===== config.mk =====
export PLATFORM = sky130hd
export DESIGN_NAME = blpm_ctrl
export DESIGN_NICKNAME = d
export VERILOG_FILES = /design/src/hdl/blpm_pkg.sv /design/src/hdl/blpm_ctrl.sv
export SDC_FILE = /design/constraint.sdc
export NUM_CORES = 1
export LEC_CHECK = 0
export BUFFER_PORTS_ARGS = -buffer_cell sky130_fd_sc_hd__buf_2
export CAP_MARGIN = 20
export CORE_AREA = 3 3 40 42
export DETAILED_ROUTE_END_ITERATION = 8
export DIE_AREA = 0 0 43 45
export GPL_ROUTABILITY_DRIVEN = 0
export MAX_ROUTING_LAYER = met4
export PLACE_DENSITY_LB_ADDON = 0.15
export SLEW_MARGIN = 40
export SYNTH_ARGS = -nofsm -noshare
export SYNTH_HDL_FRONTEND = slang
export SYNTH_SLANG_ARGS = --single-unit

===== constraint.sdc =====
create_clock -name clk -period 2.6 [get_ports clk]
set_clock_uncertainty 0.1 [all_clocks]
set_input_delay 0.52 -clock clk [delete_from_list [all_inputs] [get_ports clk]]
set_output_delay 0.52 -clock clk [all_outputs]
set_load 0.02 [all_outputs]

===== src/hdl/blpm_pkg.sv =====
`timescale 1ns / 1ps
// ----------------------------------------------------------------------------
// blpm_pkg
// shared result codes and controller/datapath interface structs for the
// binary trie longest prefix match block
// ----------------------------------------------------------------------------
package blpm_pkg;

  // result status codes
  localparam logic [1:0] STATUS_HIT  = 2'd0;
  localparam logic [1:0] STATUS_MISS = 2'd1;
  localparam logic [1:0] STATUS_DONE = 2'd2;
  localparam logic [1:0] STATUS_FULL = 2'd3;

  // commands from controller to datapath
  typedef struct packed {
    logic load;       // capture input word, reset walk
    logic rd;         // read current node
    logic eval;       // node record valid, update best match
    logic wr_zero;    // write new zero child
    logic wr_one;     // write new one child
    logic wr_parent;  // mark node split, step into new child pair
    logic wr_hop;     // write final hop of an insert
    logic descend;    // step into existing child
    logic mark_full;  // insert ran out of nodes
    logic res_load;   // load result register
  } blpm_cmd_t;

  // status from datapath to controller
  typedef struct packed {
    logic mode;       // 1 insert, 0 lookup
    logic last;       // all prefix bits walked
    logic split;      // current node has children
    logic pool_full;  // fewer than two free nodes
    logic out_free;   // result register can take a word
  } blpm_stat_t;

endpackage


===== src/hdl/blpm_ctrl.sv =====
`timescale 1ns / 1ps
// ----------------------------------------------------------------------------
// blpm_ctrl
// state machine sequencing reads, splits and hop writes of one trie walk
// ----------------------------------------------------------------------------
module blpm_ctrl (
  input  logic                  clk,
  input  logic                  rst,
  input  logic                  in_valid,
  input  blpm_pkg::blpm_stat_t  stat,
  output blpm_pkg::blpm_cmd_t   cmd,
  output logic                  busy
);

  typedef enum logic [7:0] {
    S_IDLE   = 8'b0000_0001,
    S_READ   = 8'b0000_0010,
    S_EVAL   = 8'b0000_0100,
    S_WR0    = 8'b0000_1000,
    S_WR1    = 8'b0001_0000,
    S_WRP    = 8'b0010_0000,
    S_WRHOP  = 8'b0100_0000,
    S_RESULT = 8'b1000_0000
  } state_t;

  state_t state;
  state_t state_next;

  always_ff @(posedge clk) begin
    if (rst) begin
      state <= S_IDLE;
    end else begin
      state <= state_next;
    end
  end

  assign busy = (state != S_IDLE);

  always_comb begin
    state_next = state;
    cmd        = '0;
    unique case (state)
      S_IDLE: begin
        if (in_valid) begin
          cmd.load   = 1'b1;
          state_next = S_READ;
        end
      end
      S_READ: begin
        cmd.rd     = 1'b1;
        state_next = S_EVAL;
      end
      S_EVAL: begin
        cmd.eval = 1'b1;
        if (!stat.mode) begin
          if (stat.last || !stat.split) begin
            state_next = S_RESULT;
          end else begin
            cmd.descend = 1'b1;
            state_next  = S_READ;
          end
        end else if (stat.last) begin
          state_next = S_WRHOP;
        end else if (stat.split) begin
          cmd.descend = 1'b1;
          state_next  = S_READ;
        end else if (stat.pool_full) begin
          cmd.mark_full = 1'b1;
          state_next    = S_RESULT;
        end else begin
          state_next = S_WR0;
        end
      end
      S_WR0: begin
        cmd.wr_zero = 1'b1;
        state_next  = S_WR1;
      end
      S_WR1: begin
        cmd.wr_one = 1'b1;
        state_next = S_WRP;
      end
      S_WRP: begin
        cmd.wr_parent = 1'b1;
        state_next    = S_READ;
      end
      S_WRHOP: begin
        cmd.wr_hop = 1'b1;
        state_next = S_RESULT;
      end
      S_RESULT: begin
        if (stat.out_free) begin
          cmd.res_load = 1'b1;
          state_next   = S_IDLE;
        end
      end
      default: begin
        state_next = S_IDLE;
      end
    endcase
  end

endmodule


==> impl_metrics.tcl, run 1 <==
set metrics [dict create \
    outcome "completed" \
    dp_cells 95 \
    die_area_um2 1940 \
    path_buf_inv 1 \
    first_global_vias 449 \
    grtUsageTotal_pct 14.8 \
    final_layout_size_suffix_gt1_share_pct 37.3 \
    rsz0062_at_grt "no" \
    drt-met1-wl_um 543 \
    drt-initial-drc-count 3 \
    power-per-cell-area_nw_per_um2 517 \
    netSwitchingPower_w 0.000123 \
    path_max_fanout 6 \
    ant_nets 0 \
    cts_tree "built" \
    grt_max_degree 7 \
    p_int_w 0.000223 \
    hold_path_class "in2reg" \
    ys_seq_area_share_pct 29.8 \
    fill_cells 128 \
    fin_setup_tns_ns 0 \
    top_regs "state (8)" \
    regMostFlops "state" \
    vias 498 \
    cts_buffer_depth 2 \
    wl_met2_um 474 \
    timing.final.crit_share_pct 91.5 \
    largest_reg_flops 8 \
    post-route-util_pct 52.0 \
    crit_path_cell_trace "nor4_4, nand3_2, or3_4, nor2_1, buf_2" \
    final_nets 93 \
    wl_mm 1.18 \
    cp.arrival_ns 1.76 \
    p_leak_nw 0.335 \
    required_ns 1.98 \
    io_pins 19 \
    clkTransAtPathRegs_ns 0.06 \
    p_comb_share_pct 28.2 \
    synth_edf_count 0 \
    switching_share_pct 35.6 \
    ctsRootBufferMaster "clkbuf_4" \
    top_layer "met4" \
    cts_setup_buffers 0 \
    hold_viol_final 0 \
    die_w_um 43 \
    grt_overflow 0 \
    place.port_buffers 18 \
    yosysWarnings 0 \
    clk_latency_ns 0.27 \
    critical-path-top-delay-family "simple AND/OR/NAND/NOR gates" \
    vdd_drop_max_mv 0.237 \
    cts.sinks 8 \
    drc_errors 0 \
    reg2reg_slack_ns 1.00 \
    slew_headroom_pct 71.5 \
    synthArstFlopShare_pct 0 \
    slew_viol_final 0 \
    pwr-share-clk_pct 29.7 \
    period_needed_ns 2.38 \
    synth_ff_type "dfxtp_1" \
    synthesis.nets 70 \
    h-tree-depth 1 \
    core_um2 1280 \
    numCtsBuffers 3 \
    synth.distinct_cells 28 \
    fp.dieH_um 45 \
    instances_no_fill 98 \
    diodes 0 \
    syn-mean-instance-area_um2 8.66 \
    start_util_pct 41.8 \
    power_frac_seq_pct 42.1 \
    report.final.setup_viol 0 \
    fmax_ghz 0.420 \
    synth_seq_cells 8 \
    slowest_stage "nor4_4" \
    path_class "reg2out" \
    slowest_delay_ns 0.40 \
    area_growth_pct 24.5 \
    finalPower_w 0.000346 \
    dr_wl_met3_um 140 \
    post_cts_resize_count 0 \
    max_cap_violations 0 \
    grt_pass1_wl_mm 1.95 \
    antenna_found_initial 0 \
    hold_buffers 0 \
    post_drt_wl_per_cell_um 12.0 \
    timing.hold.ws_ns 0.336 \
    synth_cells 62 \
    viasPerCell 5.08 \
    netlist_area_um2 537 \
    endpoint_kind "output port" \
    num_rows 13 \
    tightest_slew_ns 0.421 \
    dr.pass1.iters 4 \
    dp.final_hpwl_um 954 \
    cp-start-kind "flop" \
]
[final timing paths]
path | to | cells after the start | startpoint
setup / recovery | cmd[1] | 5 | state[5]$_SDFFE_PP0P_
hold reg to reg | state[5]$_SDFFE_PP0P_ | 2 | state[4]$_SDFFE_PP0P_
setup reg to reg | state[6]$_SDFFE_PP0P_ | 4 | state[2]$_SDFFE_PP0P_
hold / removal | state[3]$_SDFFE_PP0P_ | 2 | stat[1]
[final cells by class]
cell class                 count  area (µm²)  area share, %
tap                           15        18.8           2.81
multi-input combinational     47         350           52.4
timing repair buffer          18        90.1           13.5
sequential                     8         160           24.0
clock buffer                   3        22.5           3.37
inverter                       7        26.3           3.93
[synth_stat cells, types with 2 or more instances]
| master | n | share of area (%) |
|---|---|---|
| nor4_4 | 2 | 7.9 |
| o21ai_0 | 3 | 2.8 |
| and4b_1 | 2 | 3.7 |
| dfxtp_1 | 8 | 30 |
| nor2_1 | 10 | 7.0 |
| nand2_1 | 3 | 2.1 |
| nand3_1 | 4 | 3.7 |
| inv_1 | 7 | 4.9 |
| nor2b_1 | 2 | 2.3 |
| nor3_1 | 3 | 2.8 |
[cells by family after synthesis]
family          synth area share, %
xor+xnor                       3.26
simple gates                   47.1
flops                          29.8
buf+inv                        4.90
compound gates                 14.9
[worst reg2reg max path, cell delays in order, from the launching register on]
cell and delay, ns:
dfxtp_1 0.37, nor4_4 0.45, nand3_1 0.22, o21ai_2 0.26, nor3_1 0.07
[power groups by stage]
stage,logic [W],registers (W),clock network [W]
2_1_floorplan,0.0000700,0.000146,0
6_report,0.0000974,0.000146,0.000103
3_3_place_gp,0.0000971,0.000148,0
5_1_grt,0.000110,0.000147,0.000113
4_1_cts,0.0000976,0.000146,0.000103
3_5_place_dp,0.0000977,0.000148,0
[metrics by stage]
step                      instance area [µm²]  worst slack (ns)
final                                     668             0.222
after floorplan                           537             0.538
after global routing                      668            0.0450
after CTS                                 668             0.211
after detailed placement                  646             0.503
after global placement                    646             0.520
[metal layers]
metal / global-route usage, % / up-vias
met5: - / -
met4: 7.23 / 0
met3: 7.97 / 5
met2: 20.7 / 21
met1: 17.1 / 206
li1: - / 266
[cells in the final DEF (no fill, tap or decap), types with 2 or more instances in the layout]
cell,count
buf_2,18
nor2_1,10
dfxtp_1,8
inv_1,7
nand3_1,4
nand2_1,3
nor3_1,3
o21ai_0,3
clkbuf_4,3
nor4_4,2
and4b_1,2
nor2b_1,2
Power figures use the tool's default switching activity.
==> run 2, diff against run 1 <==
--- a/config.mk
+++ b/config.mk
@@ -5,6 +5,7 @@
 export SDC_FILE = /design/constraint.sdc
 export NUM_CORES = 1
 export LEC_CHECK = 0
+export ABC_AREA = 1
 export BUFFER_PORTS_ARGS = -buffer_cell sky130_fd_sc_hd__buf_2
 export CAP_MARGIN = 20
 export CORE_AREA = 3 3 40 42
==> impl_metrics.tcl, run 2 <==
set metrics [dict create \
    outcome "completed" \
    synthesis.nets 101 \
    core_um2 1280 \
    endpoint "cmd[1]" \
    layout_common_cells "inv_1 (20), buf_2 (18), nand2_1 (15), nor2_1 (11)" \
    path_buf_inv 2 \
    grtUsageTotal_pct 16.0 \
    synthTopCellsByCount "inv_1 (20), nand2_1 (15), nor2_1 (11)" \
    slew_viol_final 0 \
    netlist_top_cells_area "dfxtp_1 (26%), inv_1 (12%), nand2_1 (9.2%)" \
    slew_headroom_pct 83.8 \
    vias 612 \
    synthArstFlopShare_pct 0 \
    required_ns 1.98 \
    reg2reg_slack_ns 1.32 \
    cp.arrival_ns 1.36 \
    hold_viol_final 0 \
    post_drt_wl_per_cell_um 9.84 \
    die_w_um 43 \
    p_leak_nw 0.439 \
    switching_share_pct 36.5 \
    ant_nets 0 \
    fin_setup_tns_ns 0 \
    p_comb_share_pct 33.8 \
    post_cts_resize_count 0 \
    synth_cells 93 \
    crit_start "state[2]$_SDFFE_PP0P_" \
    timing.final.crit_share_pct 76.1 \
    area_growth_pct 21.5 \
    instances_no_fill 129 \
    r2r_end "state[0]$_SDFFE_PP1P_" \
    rsz0062_at_grt "no" \
    fp.dieH_um 45 \
    ys_seq_area_share_pct 26.2 \
    drc_errors 0 \
    start_util_pct 47.5 \
    pwr-share-clk_pct 27.3 \
    report.final.setup_viol 0 \
    netSwitchingPower_w 0.000129 \
    grt_overflow 0 \
    period_needed_ns 1.98 \
    yosysTopAreaCellShare_pct 26.2 \
    cts_buffer_depth 2 \
    first_global_vias 532 \
    synth_seq_cells 8 \
    p_int_w 0.000225 \
    num_rows 13 \
    drt-initial-drc-count 4 \
    dp_cells 126 \
    cts.sinks 8 \
    tightest_slew_ns 0.241 \
    fmax_ghz 0.506 \
    regMostFlops "state" \
    power-per-cell-area_nw_per_um2 477 \
    final_layout_size_suffix_gt1_share_pct 41.2 \
    vdd_drop_max_mv 0.219 \
    critical-path-top-delay-family "simple AND/OR/NAND/NOR gates" \
    endpoint_kind "output port" \
    slowest_stage "dfxtp_1" \
    grt_max_degree 6 \
    r2r-start "state[2]$_SDFFE_PP0P_" \
    slowest_delay_ns 0.40 \
    fill_cells 130 \
    reg2regPathDepth 8 \
    place.port_buffers 18 \
    final_common_cell "inv_1" \
    yosysWarnings 0 \
    synth_most_common_cell "inv_1" \
    cts_tree "built" \
    numCtsBuffers 3 \
    cp.depth 7 \
    largest_reg_flops 8 \
    path_class "reg2out" \
    final_nets 124 \
    cp-start-kind "flop" \
    clk_latency_ns 0.26 \
    yosys.area.top_type "dfxtp_1" \
    top_regs "state (8)" \
    ctsRootBufferMaster "clkbuf_4" \
    max_cap_violations 0 \
    synth_edf_count 0 \
    clkTransAtPathRegs_ns 0.05 \
    netlist_area_um2 611 \
    io_pins 19 \
    power_frac_seq_pct 38.9 \
    dpl_worst_slack_ns 0.835 \
    synth_ff_type "dfxtp_1" \
    diodes 0 \
    syn-mean-instance-area_um2 6.57 \
    die_area_um2 1940 \
    wl_mm 1.27 \
    hold_buffers 0 \
    viasPerCell 4.74 \
    dp.final_hpwl_mm 1.10 \
    cts_setup_buffers 0 \
    path_max_fanout 4 \
    hold_path_class "in2reg" \
    dr.pass1.iters 4 \
    h-tree-depth 1 \
    antenna_found_initial 0 \
    grt_pass1_wl_mm 2.15 \
    worst_slack_ns 0.622 \
    crit_path_cell_trace "nand2_1, nor2_2, nand2_4, inv_4, nand2_2, nor2_1, buf_2" \
    synth.distinct_cells 19 \
]
-- run 2: cell count changes after synthesis, moves of 4 or more --
cell / delta
nor2_4: +4
nor2_2: +4
inv_1: +13
nand2_2: +6
nand3_1: +4
nand2_1: +12
-- run 2: through the flow --
| stage | util (%) | area, µm² | total power [W] | hold WS [ns] |
|---|---|---|---|---|
| detailed placement | 56.0 | 719 | 0.000260 | 0.434 |
| global placement | 56.0 | 719 | 0.000259 | 0.438 |
| floorplan | - | 611 | 0.000229 | 0.412 |
| CTS | 57.7 | 742 | 0.000356 | 0.347 |
| global route | 57.7 | 742 | 0.000379 | 0.350 |
| finish | 57.7 | 742 | 0.000354 | 0.349 |
-- run 2: worst min path at each step --
stage / from / endpoint / slack, ns / cells after the start
6_report: stat[1] / state[3]$_SDFFE_PP0P_ / 0.35 / 2
5_1_grt: stat[1] / state[3]$_SDFFE_PP0P_ / 0.35 / 2
4_1_cts: stat[1] / state[3]$_SDFFE_PP0P_ / 0.35 / 2
3_5_place_dp: state[4]$_SDFFE_PP0P_ / state[5]$_SDFFE_PP0P_ / 0.43 / 2
3_3_place_gp: state[4]$_SDFFE_PP0P_ / state[5]$_SDFFE_PP0P_ / 0.44 / 2
2_1_floorplan: state[4]$_SDFFE_PP0P_ / state[5]$_SDFFE_PP0P_ / 0.41 / 2
-- run 2: metal layers --
metal | share of wire, % | track usage, % | up-vias
met5 | 0 | - | -
met4 | 3.8 | 12.7 | 0
met3 | 5.1 | 2.39 | 5
met2 | 49 | 26.6 | 19
met1 | 42 | 16.9 | 265
li1 | - | - | 323
-- run 2: power groups by stage --
stage           logic, W  registers [W]  clock network, W
6_report        0.000120       0.000138         0.0000967
5_1_grt         0.000134       0.000138          0.000107
4_1_cts         0.000120       0.000138         0.0000985
3_5_place_dp    0.000120       0.000140                 0
3_3_place_gp    0.000119       0.000140                 0
2_1_floorplan  0.0000900       0.000139                 0
-- run 2: cells by family after synthesis --
logic type / share of synthesized area [%]
buffers and inverters: 16.6
AOI/OAI and AO/OA: 0.819
DFF: 26.2
and+or+nand+nor: 56.4
-- run 2: final cells by class --
cell class              count  area (µm²)  area share (%)
inverters                  25         101            13.7
multi-input cells          60         349            47.0
well taps                  15        18.8            2.53
repair buffers             18        90.1            12.1
clock buffers               3        22.5            3.04
flip-flops and latches      8         160            21.6
-- run 2: worst reg2reg max path: stages, from the launching register on --
cell	delay [ns]
dfxtp_1	0.35
nor2_2	0.15
nand2_2	0.10
inv_2	0.08
nand3_2	0.08
nand2_2	0.12
inv_2	0.06
nand3_1	0.08
nand3_1	0.06
